**src/sv/assert_macros.svh**
```systemverilog
// ----------------------------------------------------------------------------
// Assertion macros
// Clocked concurrent checks on clk, disabled while rst_n is low.
// ----------------------------------------------------------------------------
`ifndef ASSERT_MACROS_SVH
`define ASSERT_MACROS_SVH

// Property must hold at every clock edge out of reset.
`define ASSERT_ALWAYS(lbl, prop, msg) \
  lbl: assert property (@(posedge clk) disable iff (!rst_n) (prop)) else $error(msg);

// Consequent must hold in the same cycle as the antecedent.
`define ASSERT_IMPLY(lbl, ante, cons, msg) \
  lbl: assert property (@(posedge clk) disable iff (!rst_n) (ante) |-> (cons)) else $error(msg);

`endif

```
**src/sv/bale_pkg.sv**
```systemverilog
// ----------------------------------------------------------------------------
// bale_pkg
// Operation codes, status codes and the result word of the array list engine.
// ----------------------------------------------------------------------------
`default_nettype none

package bale_pkg;

  localparam int OP_W     = 3;
  localparam int POS_W    = 9;
  localparam int VAL_W    = 32;
  localparam int STATUS_W = 2;
  localparam int IDX_W    = 8;
  localparam int TOTAL_W  = 9;

  localparam logic [OP_W-1:0] OP_PUSH_TAIL = 3'd0;
  localparam logic [OP_W-1:0] OP_PUSH_HEAD = 3'd1;
  localparam logic [OP_W-1:0] OP_POP_TAIL  = 3'd2;
  localparam logic [OP_W-1:0] OP_INSERT    = 3'd3;
  localparam logic [OP_W-1:0] OP_DELETE    = 3'd4;
  localparam logic [OP_W-1:0] OP_MODIFY    = 3'd5;
  localparam logic [OP_W-1:0] OP_SEARCH    = 3'd6;

  localparam logic [STATUS_W-1:0] ST_OK    = 2'd0;
  localparam logic [STATUS_W-1:0] ST_FULL  = 2'd1;
  localparam logic [STATUS_W-1:0] ST_EMPTY = 2'd2;
  localparam logic [STATUS_W-1:0] ST_RANGE = 2'd3;

  typedef struct packed {
    logic [STATUS_W-1:0] status;
    logic                found;
    logic [IDX_W-1:0]    found_index;
    logic [TOTAL_W-1:0]  element_total;
  } res_t;

endpackage

`default_nettype wire

```
**src/sv/bale_ctrl.sv**
```systemverilog
// ----------------------------------------------------------------------------
// bale_ctrl
// Request sequencer: decodes a request, walks the store one element a cycle
// through a single step/compare unit for shifts and searches, builds the result.
// ----------------------------------------------------------------------------
`default_nettype none
`include "assert_macros.svh"

module bale_ctrl #(
  parameter int CAPACITY   = 256,
  parameter int DATA_WIDTH = 32,
  parameter int AW         = 8,
  parameter int CW         = 9
) (
  input  wire logic                         clk,
  input  wire logic                         rst_n,
  input  wire logic                         in_valid,
  output logic                              in_ready,
  input  wire logic [bale_pkg::OP_W-1:0]    in_operation,
  input  wire logic [bale_pkg::POS_W-1:0]   in_position,
  input  wire logic [bale_pkg::VAL_W-1:0]   in_value,
  output logic                              res_valid,
  input  wire logic                         res_ready,
  output bale_pkg::res_t                    res,
  output logic                              wr_en,
  output logic      [AW-1:0]                wr_addr,
  output logic      [DATA_WIDTH-1:0]        wr_data,
  output logic                              rd_en,
  output logic      [AW-1:0]                rd_addr,
  input  wire logic [DATA_WIDTH-1:0]        rd_data
);

  localparam int PW = (CW > bale_pkg::POS_W) ? CW : bale_pkg::POS_W;

  localparam logic [2:0] S_IDLE  = 3'd0;
  localparam logic [2:0] S_OPEN  = 3'd1;
  localparam logic [2:0] S_FILL  = 3'd2;
  localparam logic [2:0] S_CLOSE = 3'd3;
  localparam logic [2:0] S_SCAN  = 3'd4;
  localparam logic [2:0] S_DONE  = 3'd5;

  logic [2:0]                      state_r, state_nxt;
  logic [CW-1:0]                   count_r, count_nxt;
  logic [AW-1:0]                   cur_r, cur_nxt;
  logic [AW-1:0]                   pos_r, pos_nxt;
  logic [DATA_WIDTH-1:0]           word_r, word_nxt;
  logic [bale_pkg::STATUS_W-1:0]   status_r, status_nxt;
  logic                            hit_r, hit_nxt;
  logic [AW-1:0]                   idx_r, idx_nxt;

  logic [63:0]           val_ext;
  logic [DATA_WIDTH-1:0] word_in;
  logic [PW-1:0]         pos_w;
  logic [PW-1:0]         ins_pos;
  logic [PW-1:0]         cnt_w;
  logic                  full;
  logic                  at_last;
  logic [PW-1:0]         idx_w;
  logic [PW-1:0]         total_w;

  assign val_ext = {{(64 - bale_pkg::VAL_W){in_value[bale_pkg::VAL_W-1]}}, in_value};
  assign word_in = val_ext[DATA_WIDTH-1:0];
  assign pos_w   = PW'(in_position);
  assign cnt_w   = PW'(count_r);
  assign full    = (count_r == CW'(CAPACITY));
  assign ins_pos = (in_operation == bale_pkg::OP_PUSH_HEAD) ? '0 : pos_w;
  // walker has reached the last live element
  assign at_last = (CW'(cur_r) == count_r - CW'(1));

  always_comb begin
    state_nxt  = state_r;
    count_nxt  = count_r;
    cur_nxt    = cur_r;
    pos_nxt    = pos_r;
    word_nxt   = word_r;
    status_nxt = status_r;
    hit_nxt    = hit_r;
    idx_nxt    = idx_r;
    wr_en      = 1'b0;
    wr_addr    = '0;
    wr_data    = word_r;
    rd_en      = 1'b0;
    rd_addr    = '0;

    case (state_r)
      S_IDLE: begin
        if (in_valid) begin
          word_nxt   = word_in;
          status_nxt = bale_pkg::ST_OK;
          hit_nxt    = 1'b0;
          idx_nxt    = '0;
          state_nxt  = S_DONE;
          case (in_operation)
            bale_pkg::OP_PUSH_TAIL: begin
              if (full) begin
                status_nxt = bale_pkg::ST_FULL;
              end else begin
                wr_en     = 1'b1;
                wr_addr   = AW'(count_r);
                wr_data   = word_in;
                count_nxt = count_r + CW'(1);
              end
            end
            bale_pkg::OP_PUSH_HEAD, bale_pkg::OP_INSERT: begin
              if (ins_pos > cnt_w) begin
                status_nxt = bale_pkg::ST_RANGE;
              end else if (full) begin
                status_nxt = bale_pkg::ST_FULL;
              end else if (ins_pos == cnt_w) begin
                wr_en     = 1'b1;
                wr_addr   = AW'(ins_pos);
                wr_data   = word_in;
                count_nxt = count_r + CW'(1);
              end else begin
                // start moving the tail up, last element first
                rd_en     = 1'b1;
                rd_addr   = AW'(count_r - CW'(1));
                cur_nxt   = AW'(count_r - CW'(1));
                pos_nxt   = AW'(ins_pos);
                state_nxt = S_OPEN;
              end
            end
            bale_pkg::OP_POP_TAIL: begin
              if (count_r == '0) begin
                status_nxt = bale_pkg::ST_EMPTY;
              end else begin
                count_nxt = count_r - CW'(1);
              end
            end
            bale_pkg::OP_DELETE: begin
              if (pos_w >= cnt_w) begin
                status_nxt = bale_pkg::ST_RANGE;
              end else if (pos_w == cnt_w - PW'(1)) begin
                count_nxt = count_r - CW'(1);
              end else begin
                rd_en     = 1'b1;
                rd_addr   = AW'(pos_w + PW'(1));
                cur_nxt   = AW'(pos_w + PW'(1));
                state_nxt = S_CLOSE;
              end
            end
            bale_pkg::OP_MODIFY: begin
              if (pos_w >= cnt_w) begin
                status_nxt = bale_pkg::ST_RANGE;
              end else begin
                wr_en   = 1'b1;
                wr_addr = AW'(pos_w);
                wr_data = word_in;
              end
            end
            bale_pkg::OP_SEARCH: begin
              if (count_r != '0) begin
                rd_en     = 1'b1;
                rd_addr   = '0;
                cur_nxt   = '0;
                state_nxt = S_SCAN;
              end
            end
            default: begin
            end
          endcase
        end
      end

      S_OPEN: begin
        wr_en   = 1'b1;
        wr_addr = cur_r + AW'(1);
        wr_data = rd_data;
        if (cur_r == pos_r) begin
          state_nxt = S_FILL;
        end else begin
          rd_en   = 1'b1;
          rd_addr = cur_r - AW'(1);
          cur_nxt = cur_r - AW'(1);
        end
      end

      S_FILL: begin
        wr_en     = 1'b1;
        wr_addr   = pos_r;
        wr_data   = word_r;
        count_nxt = count_r + CW'(1);
        state_nxt = S_DONE;
      end

      S_CLOSE: begin
        wr_en   = 1'b1;
        wr_addr = cur_r - AW'(1);
        wr_data = rd_data;
        if (at_last) begin
          count_nxt = count_r - CW'(1);
          state_nxt = S_DONE;
        end else begin
          rd_en   = 1'b1;
          rd_addr = cur_r + AW'(1);
          cur_nxt = cur_r + AW'(1);
        end
      end

      S_SCAN: begin
        if (rd_data == word_r) begin
          hit_nxt   = 1'b1;
          idx_nxt   = cur_r;
          state_nxt = S_DONE;
        end else if (at_last) begin
          state_nxt = S_DONE;
        end else begin
          rd_en   = 1'b1;
          rd_addr = cur_r + AW'(1);
          cur_nxt = cur_r + AW'(1);
        end
      end

      S_DONE: begin
        // hold the result until the output register frees up
        if (res_ready) begin
          state_nxt = S_IDLE;
        end
      end

      default: begin
        state_nxt = S_IDLE;
      end
    endcase
  end

  always_ff @(posedge clk) begin
    if (!rst_n) begin
      state_r <= S_IDLE;
      count_r <= '0;
    end else begin
      state_r <= state_nxt;
      count_r <= count_nxt;
    end
  end

  always_ff @(posedge clk) begin
    cur_r    <= cur_nxt;
    pos_r    <= pos_nxt;
    word_r   <= word_nxt;
    status_r <= status_nxt;
    hit_r    <= hit_nxt;
    idx_r    <= idx_nxt;
  end

  assign idx_w   = PW'(idx_r);
  assign total_w = PW'(count_r);

  assign in_ready          = (state_r == S_IDLE);
  assign res_valid         = (state_r == S_DONE);
  assign res.status        = status_r;
  assign res.found         = hit_r;
  assign res.found_index   = idx_w[bale_pkg::IDX_W-1:0];
  assign res.element_total = total_w[bale_pkg::TOTAL_W-1:0];

  `ASSERT_ALWAYS(a_count_bound, count_r <= CW'(CAPACITY), "element count above capacity")
  `ASSERT_IMPLY(a_count_step, !$stable(count_r), (count_r == $past(count_r) + CW'(1)) || (count_r + CW'(1) == $past(count_r)), "element count moved by more than one")
  `ASSERT_IMPLY(a_wr_in_list, wr_en, CW'(wr_addr) <= count_r, "store write beyond list tail")
  `ASSERT_IMPLY(a_walk_in_list, (state_r == S_SCAN) || (state_r == S_CLOSE), CW'(cur_r) < count_r, "walker outside live elements")
  `ASSERT_IMPLY(a_open_above_gap, state_r == S_OPEN, cur_r >= pos_r, "shift walked below insert position")

endmodule

`default_nettype wire

```
**config.mk**
```make
export PLATFORM = sky130hd
export DESIGN_NAME = bale_ctrl
export DESIGN_NICKNAME = d
export VERILOG_FILES = /design/src/sv/bale_pkg.sv /design/src/sv/bale_ctrl.sv
export VERILOG_INCLUDE_DIRS = /design/src /design/src/sv
export SDC_FILE = /design/constraint.sdc
export NUM_CORES = 1
export LEC_CHECK = 0
export ABC_AREA = 1
export BUFFER_PORTS_ARGS = -buffer_cell sky130_fd_sc_hd__buf_2
export CELL_PAD_IN_SITES_DETAIL_PLACEMENT = 1
export CELL_PAD_IN_SITES_GLOBAL_PLACEMENT = 1
export CORE_MARGIN = 3
export CORE_UTILIZATION = 36
export CTS_CLUSTER_DIAMETER = 200
export DETAILED_ROUTE_END_ITERATION = 6
export PLACE_DENSITY = 0.89
export REMOVE_ABC_BUFFERS = 1
export SLEW_MARGIN = 20
export SYNTH_ARGS = -nofsm -noshare
export SYNTH_HDL_FRONTEND = slang
export SYNTH_SLANG_ARGS = --single-unit
```
**constraint.sdc**
```tcl
create_clock -name clk -period 3.6 [get_ports clk]
set_input_delay 0.72 -clock clk [delete_from_list [all_inputs] [get_ports clk]]
set_output_delay 0.72 -clock clk [all_outputs]
set_load 0.02 [all_outputs]
```
Word level (Yosys, flattened, before mapping)
Cells that the tools add are included.

Bits in registers: 71. Bits of input ports: 80. Output and inout bits: 72. Logic and storage cells: 166.

$add $sub $neg: 5. Order comparisons: 2. Equality and inequality tests: 36. Multiplexer cells: 95. Bitwise operators: 3. Reduce and logical (&&, ||, !) cells: 17.

Operators with widths (number): 8-bit 2-to-1 mux (27); 32-bit 2-to-1 mux (6); 32-bit case mux with 3 select lines (1); 8-bit case mux with 4 select lines (3); 9-bit 2-to-1 mux (10); 32-bit case mux with 2 select lines (1); 8-bit case mux with 3 select lines (2); 9-bit case mux with 4 select lines (1); 32-bit equality test (1); 8-bit case mux with 2 select lines (2); 3-bit 2-to-1 mux (10); 3-bit != test, second input constant (10); 9-bit case mux with 3 select lines (1); 11-bit AND reduction (2); 1-bit 2-to-1 mux (20); 9-bit equality test (2); 3-bit case mux with 6 select lines (1); 8-bit by 1-bit adder with 8-bit output, second input constant (2); 3-bit equality test, second input constant (5); 3-bit by 2-bit equality test with 1-bit output, second input constant (4); 2-bit != test, second input constant (6); 9-bit by 1-bit adder with 9-bit output, second input constant (1); 8-bit by 9-bit equality test with 1-bit output (1); 9-bit equality test, second input constant (1); 27 further kinds (38).

Depth between registers and ports, before layout
Word-level depth: 9. Depth in mapped cells: 21. Gate-level depth less buffers: 19.

Least setup slack after synthesis
No wires, ideal clock.

Path type: reg2out. Start: register state_r[1]. End: output port wr_addr[6]. Arrival: 3.366 ns. Data required time: 2.880 ns. Path slack: -0.486 ns. Stages on the path, launching flop included: 7. Buffers on the path: 1. Cells stage by stage: dfxtp_1 -> nor2_1 -> nand2_1 -> nor2_1 -> nand2_1 -> clkbuf_1 -> o21ai_0.

Longest elaborated chain between the ends: 2. Elaborated cells on any way between the ends: 5. Classes of those cells: 3 x eq/ne; 1 x mux; 1 x reduce/logical.

Ends and longest elaborated chain: start: declaration (RTL line bale_ctrl.sv:42) `logic [2:0] state_r, state_nxt;`; start signal: assignment (RTL line bale_ctrl.sv:232) `state_r <= state_nxt;`; 3-bit by 2-bit equality test with 1-bit output (tied with other cells) (RTL line bale_ctrl.sv:85) `case (state_r)`; 8-bit case mux with 4 select lines * (RTL line bale_ctrl.sv:85); end: declaration (RTL line bale_ctrl.sv:26) `output logic [AW-1:0] wr_addr,`.

Every way passes the cells marked *; elsewhere a longest branch is shown, timed or not.

Worst setup path after layout
Start: input port in_operation[1] (netlist bit). End: output port wr_data[5].

Longest elaborated chain between the ends: 9. Elaborated cells on any way between the ends: 14. Classes of those cells: 1 x order compare; 4 x eq/ne; 7 x mux; 2 x reduce/logical.

Ends and longest elaborated chain: start: declaration (RTL line bale_ctrl.sv:19) `input wire logic [bale_pkg::OP_W-1:0] in_operation,`; branches (longest 6 deep; another with 9-bit > comparator); 32-bit case mux with 3 select lines * (RTL line bale_ctrl.sv:93) `case (in_operation)`; 32-bit 2-to-1 mux * (RTL line bale_ctrl.sv:87) `if (in_valid) begin`; 32-bit case mux with 2 select lines * (RTL line bale_ctrl.sv:85); end: declaration (RTL line bale_ctrl.sv:27) `output logic [DATA_WIDTH-1:0] wr_data,`.

Every way passes the cells marked *.

==> key figures <==
Clocking
  • H-tree depth: 3
  • Register clock-pin slew on the reported worst setup and hold paths: 0.07 ns
  • Clock sinks: 71
  • Clk_lat worst skew: 0.38 ns
  • Clock Tree Buf Depth: 2
  • Root Buffer: clkbuf_16
  • CTS tree: done
  • CTS Buf Count: 9

Synth
  • Post-synthesis cell type count: 53
  • Ys async rst share: 0%
  • Most used DFF post-synth: edfxtp_1
  • Cell Area, Synth: 7060 um^2
  • Area contributors post-synth: edfxtp_1 25%, nand2_1 15%, nand3_1 6.5%
  • Seq/Total Area, Yosys: 28.5%
  • Top cell type's share of synthesized area: 25.1%
  • Post-Syn Instances: 1,056
  • Syn_area_per_cell: 6.69 um^2
  • EDFF count, synth: 59
  • Seq cells post-synth: 71
  • Yosys warning total: 0
  • Biggest area consumer among synthesized cells: edfxtp_1

Floorplan
  • Initial core utilization: 37.1%
  • Rows: 50
  • Die width: 146 um
  • Core Box Area: 19,000 um^2
  • Die area: 21,300 um^2
  • Num ports: 152
  • Die Y: 146 um

Final layout
  • Share of layout cells above drive strength 1: 39.0%
  • Post-route cell area: 10,500 um^2
  • Area Overhead vs Synth: 49.2%
  • Final Util: 55.4%
  • Nets: 1,400

Timing
  • FMAX: 237 MHz
  • Final hold viol count: 0
  • Worst Setup Slack, final: -0.622 ns
  • Worst slew pin tran: 0.816 ns
  • Fin crit share: 117%
  • Final Critical Period: 4.22 ns
  • RSZ-0062 raised after global routing: true
  • Fin Clk Skew: 0.0163 ns
  • Final Slew Violations: 0
  • Fin Setup TNS: -16.87 ns
  • Final setup violation count: 58
  • Max_slew headroom: 45.4%

Critical path
  • Reg2reg start: cnt_w[6]$_SDFFE_PN0P_
  • Worst r2r dst: cur_r[5]$_DFFE_PP_
  • Worst r2r path cells: 14
  • WP data arrival: 3.50 ns
  • R2R Setup Slk: 0.13 ns
  • Critical path endpoint: wr_data[5]
  • Critical Path End Type: primary output
  • Critical path launch point type: primary input
  • CP required: 2.88 ns
  • WS Path Type: primary input to primary output
  • Worst-path maximum fanout: 8
  • Setup crit start: in_operation[1]

Outcome
  • Status: complete, but fails checks
  • Failing checks: negative setup slack

Global routing
  • Total gr overflow: 0
  • First-pass GRT wire length: 55,200 um
  • GRT Util Overall: 32.6%
  • Vias in the first global route: 9,838
  • Largest net degree at the start of global routing: 35
  • Initial antenna violation count: 4

Drt
  • Avg WL per Cell: 28.1 um
  • Drt via density: 6.47
  • Drt drc: 0
  • Vias: 10.1k
  • DR iter-0 viols: 1,247
  • Total wire length: 44,000 um
  • Drt pass-1 iters: 6
  • Post-DRT Antenna Nets: 0

Worst hold path
  • Hold Crit Start: in_value[10]
  • Hold Crit Class: primary input to flip-flop

Place
  • Gpl congestion: 0.944
  • Place WS: -0.450 ns
  • IO Port Bufs: 151
  • DPL Wire Length: 23,000 um
  • Placed Area: 8590 um^2

Power and ir drop
  • PwrDens: 1100 nW/um^2
  • LEAKAGE: 0.00486 uW
  • Worst vdd ir: 0.000572 V

Flow run
  • Max-Cap Viols: 0
-- cell type report --
| class | instances | area [um^2] |
|---|---|---|
| clock inverter | 6 | 116 |
| clock buffer | 10 | 239 |
| multi-input combinational | 831 | 5280 |
| antenna | 4 | 10.0 |
| tap | 260 | 325 |
| fill | 2390 | 8480 |
| timing repair buffer | 261 | 2070 |
| sequential | 71 | 2020 |
| inverter | 122 | 482 |
-- sequential cells by signal, indices dropped and copies added (netlist names) --
| register | count |
|---|---|
| hit_r | 1 |
| idx_r | 8 |
| pos_r | 8 |
| status_r | 2 |
| word_r | 32 |
| cnt_w | 9 |
| state_r | 3 |
| cur_r | 8 |
-- per-layer routing --
layer	track usage (%)	up-vias	routed length, um
li1	-	4041	-
met1	38.4	4793	14900
met2	54.4	926	19600
met3	6.49	369	5060
met4	20.7	0	4430
met5	0	-	0
-- placed cells by master, fill, tap and decap left out, types with 28 or more instances in the layout --
cell type / instances
buf_4: 93
xor2_1: 28
nand2_2: 53
nand3_2: 34
inv_1: 98
nor2_1: 80
buf_2: 98
buf_6: 60
edfxtp_1: 59
a21oi_1: 43
nand3_1: 59
o21ai_0: 39
nand2_1: 230
-- metrics by stage --
step | instances | hold slack (ns) | total power [uW]
5_1_grt | 1564 | 0.533 | 12000
2_1_floorplan | 1023 | 0.636 | 5610
3_5_place_dp | 1510 | 0.596 | 8050
3_3_place_gp | 1510 | 0.546 | 7820
4_1_cts | 1547 | 0.551 | 10000
6_report | 1565 | 0.534 | 11600
-- cells by family (layout without fill, tap and decap cells) --
logic type	Yosys count	in the layout	share of synthesized area (%)
XOR/XNOR	37	37	4.69
AO/OA/AOI/OAI	184	184	15.7
other	0	4	0
AND/OR/NAND/NOR	583	584	37.6
multiplexers	2	2	0.301
buffers and inverters	155	399	8.98
adder cells (fa/ha/maj)	24	24	4.25
flip-flops	71	71	28.5
-- critical path, stage by stage --
cell and delay (ns):
buf_8 0.10, nor2_4 0.17, nand2_4 0.10, clkinv_8 0.11, nor2_4 0.05, ha_4 0.30, nand4_1 0.13, nor2_2 0.14
and3_1 0.18, nand2_2 0.07, buf_6 0.13, nand2_4 0.08, o221ai_4 0.23, buf_6 0.24, nand2_2 0.07, nand3_1 0.28
nand2_1 0.17, nand2_1 0.09, buf_6 0.14
-- worst min-delay path by stage --
stage / to / slack [ns] / depth (start not counted)
global route: word_r[10]$_DFFE_PP_ / 0.53 / 1
CTS: word_r[3]$_DFFE_PP_ / 0.55 / 1
global placement: cnt_w[4]$_SDFFE_PN0P_ / 0.55 / 2
detailed placement: cnt_w[4]$_SDFFE_PN0P_ / 0.60 / 2
finish: word_r[10]$_DFFE_PP_ / 0.53 / 1
floorplan: cnt_w[6]$_SDFFE_PN0P_ / 0.64 / 2
-- Yosys cell counts (2+ instances only) --
cell type  instances
clkbuf_1          18
nand2_4            3
o211ai_1           9
nand3_1           92
buf_4              3
or2_2             15
inv_2             17
xor2_1            28
nor3_1            20
o221ai_1           5
o21ai_0           51
or2_0              4
nor2_4             3
nand3_2            3
o2111ai_1          3
xnor2_1            8
inv_1            101
nor2_1           101
edfxtp_1          59
nor2_2             5
clkinv_1           3
o22ai_1           17
dfxtp_1           12
nand4_1           23
a21o_1            12
a22oi_1           23
ha_1              24
o21ai_2            2
nor2_8             2
nand3b_1           3
o21ai_1            9
a21oi_1           49
nor4_1             3
nor3_2             2
nand2_2           13
buf_6              4
buf_2              7
nand2_1          285
-- report_power, final --
part,internal (uW),switching [uW]
sequential,1290,354
combinational,3080,5750
clock,702,458
total,5070,6560
-- repair_timing --
item	4_1_cts	5_1_grt
resized for setup	142	186
cloned	3	4
setup endpoints to repair	50	58
hold buffers	0	0
pin swaps	44	53
buffers inserted	21	12
Note: power is estimated with default switching activity, not from simulation.
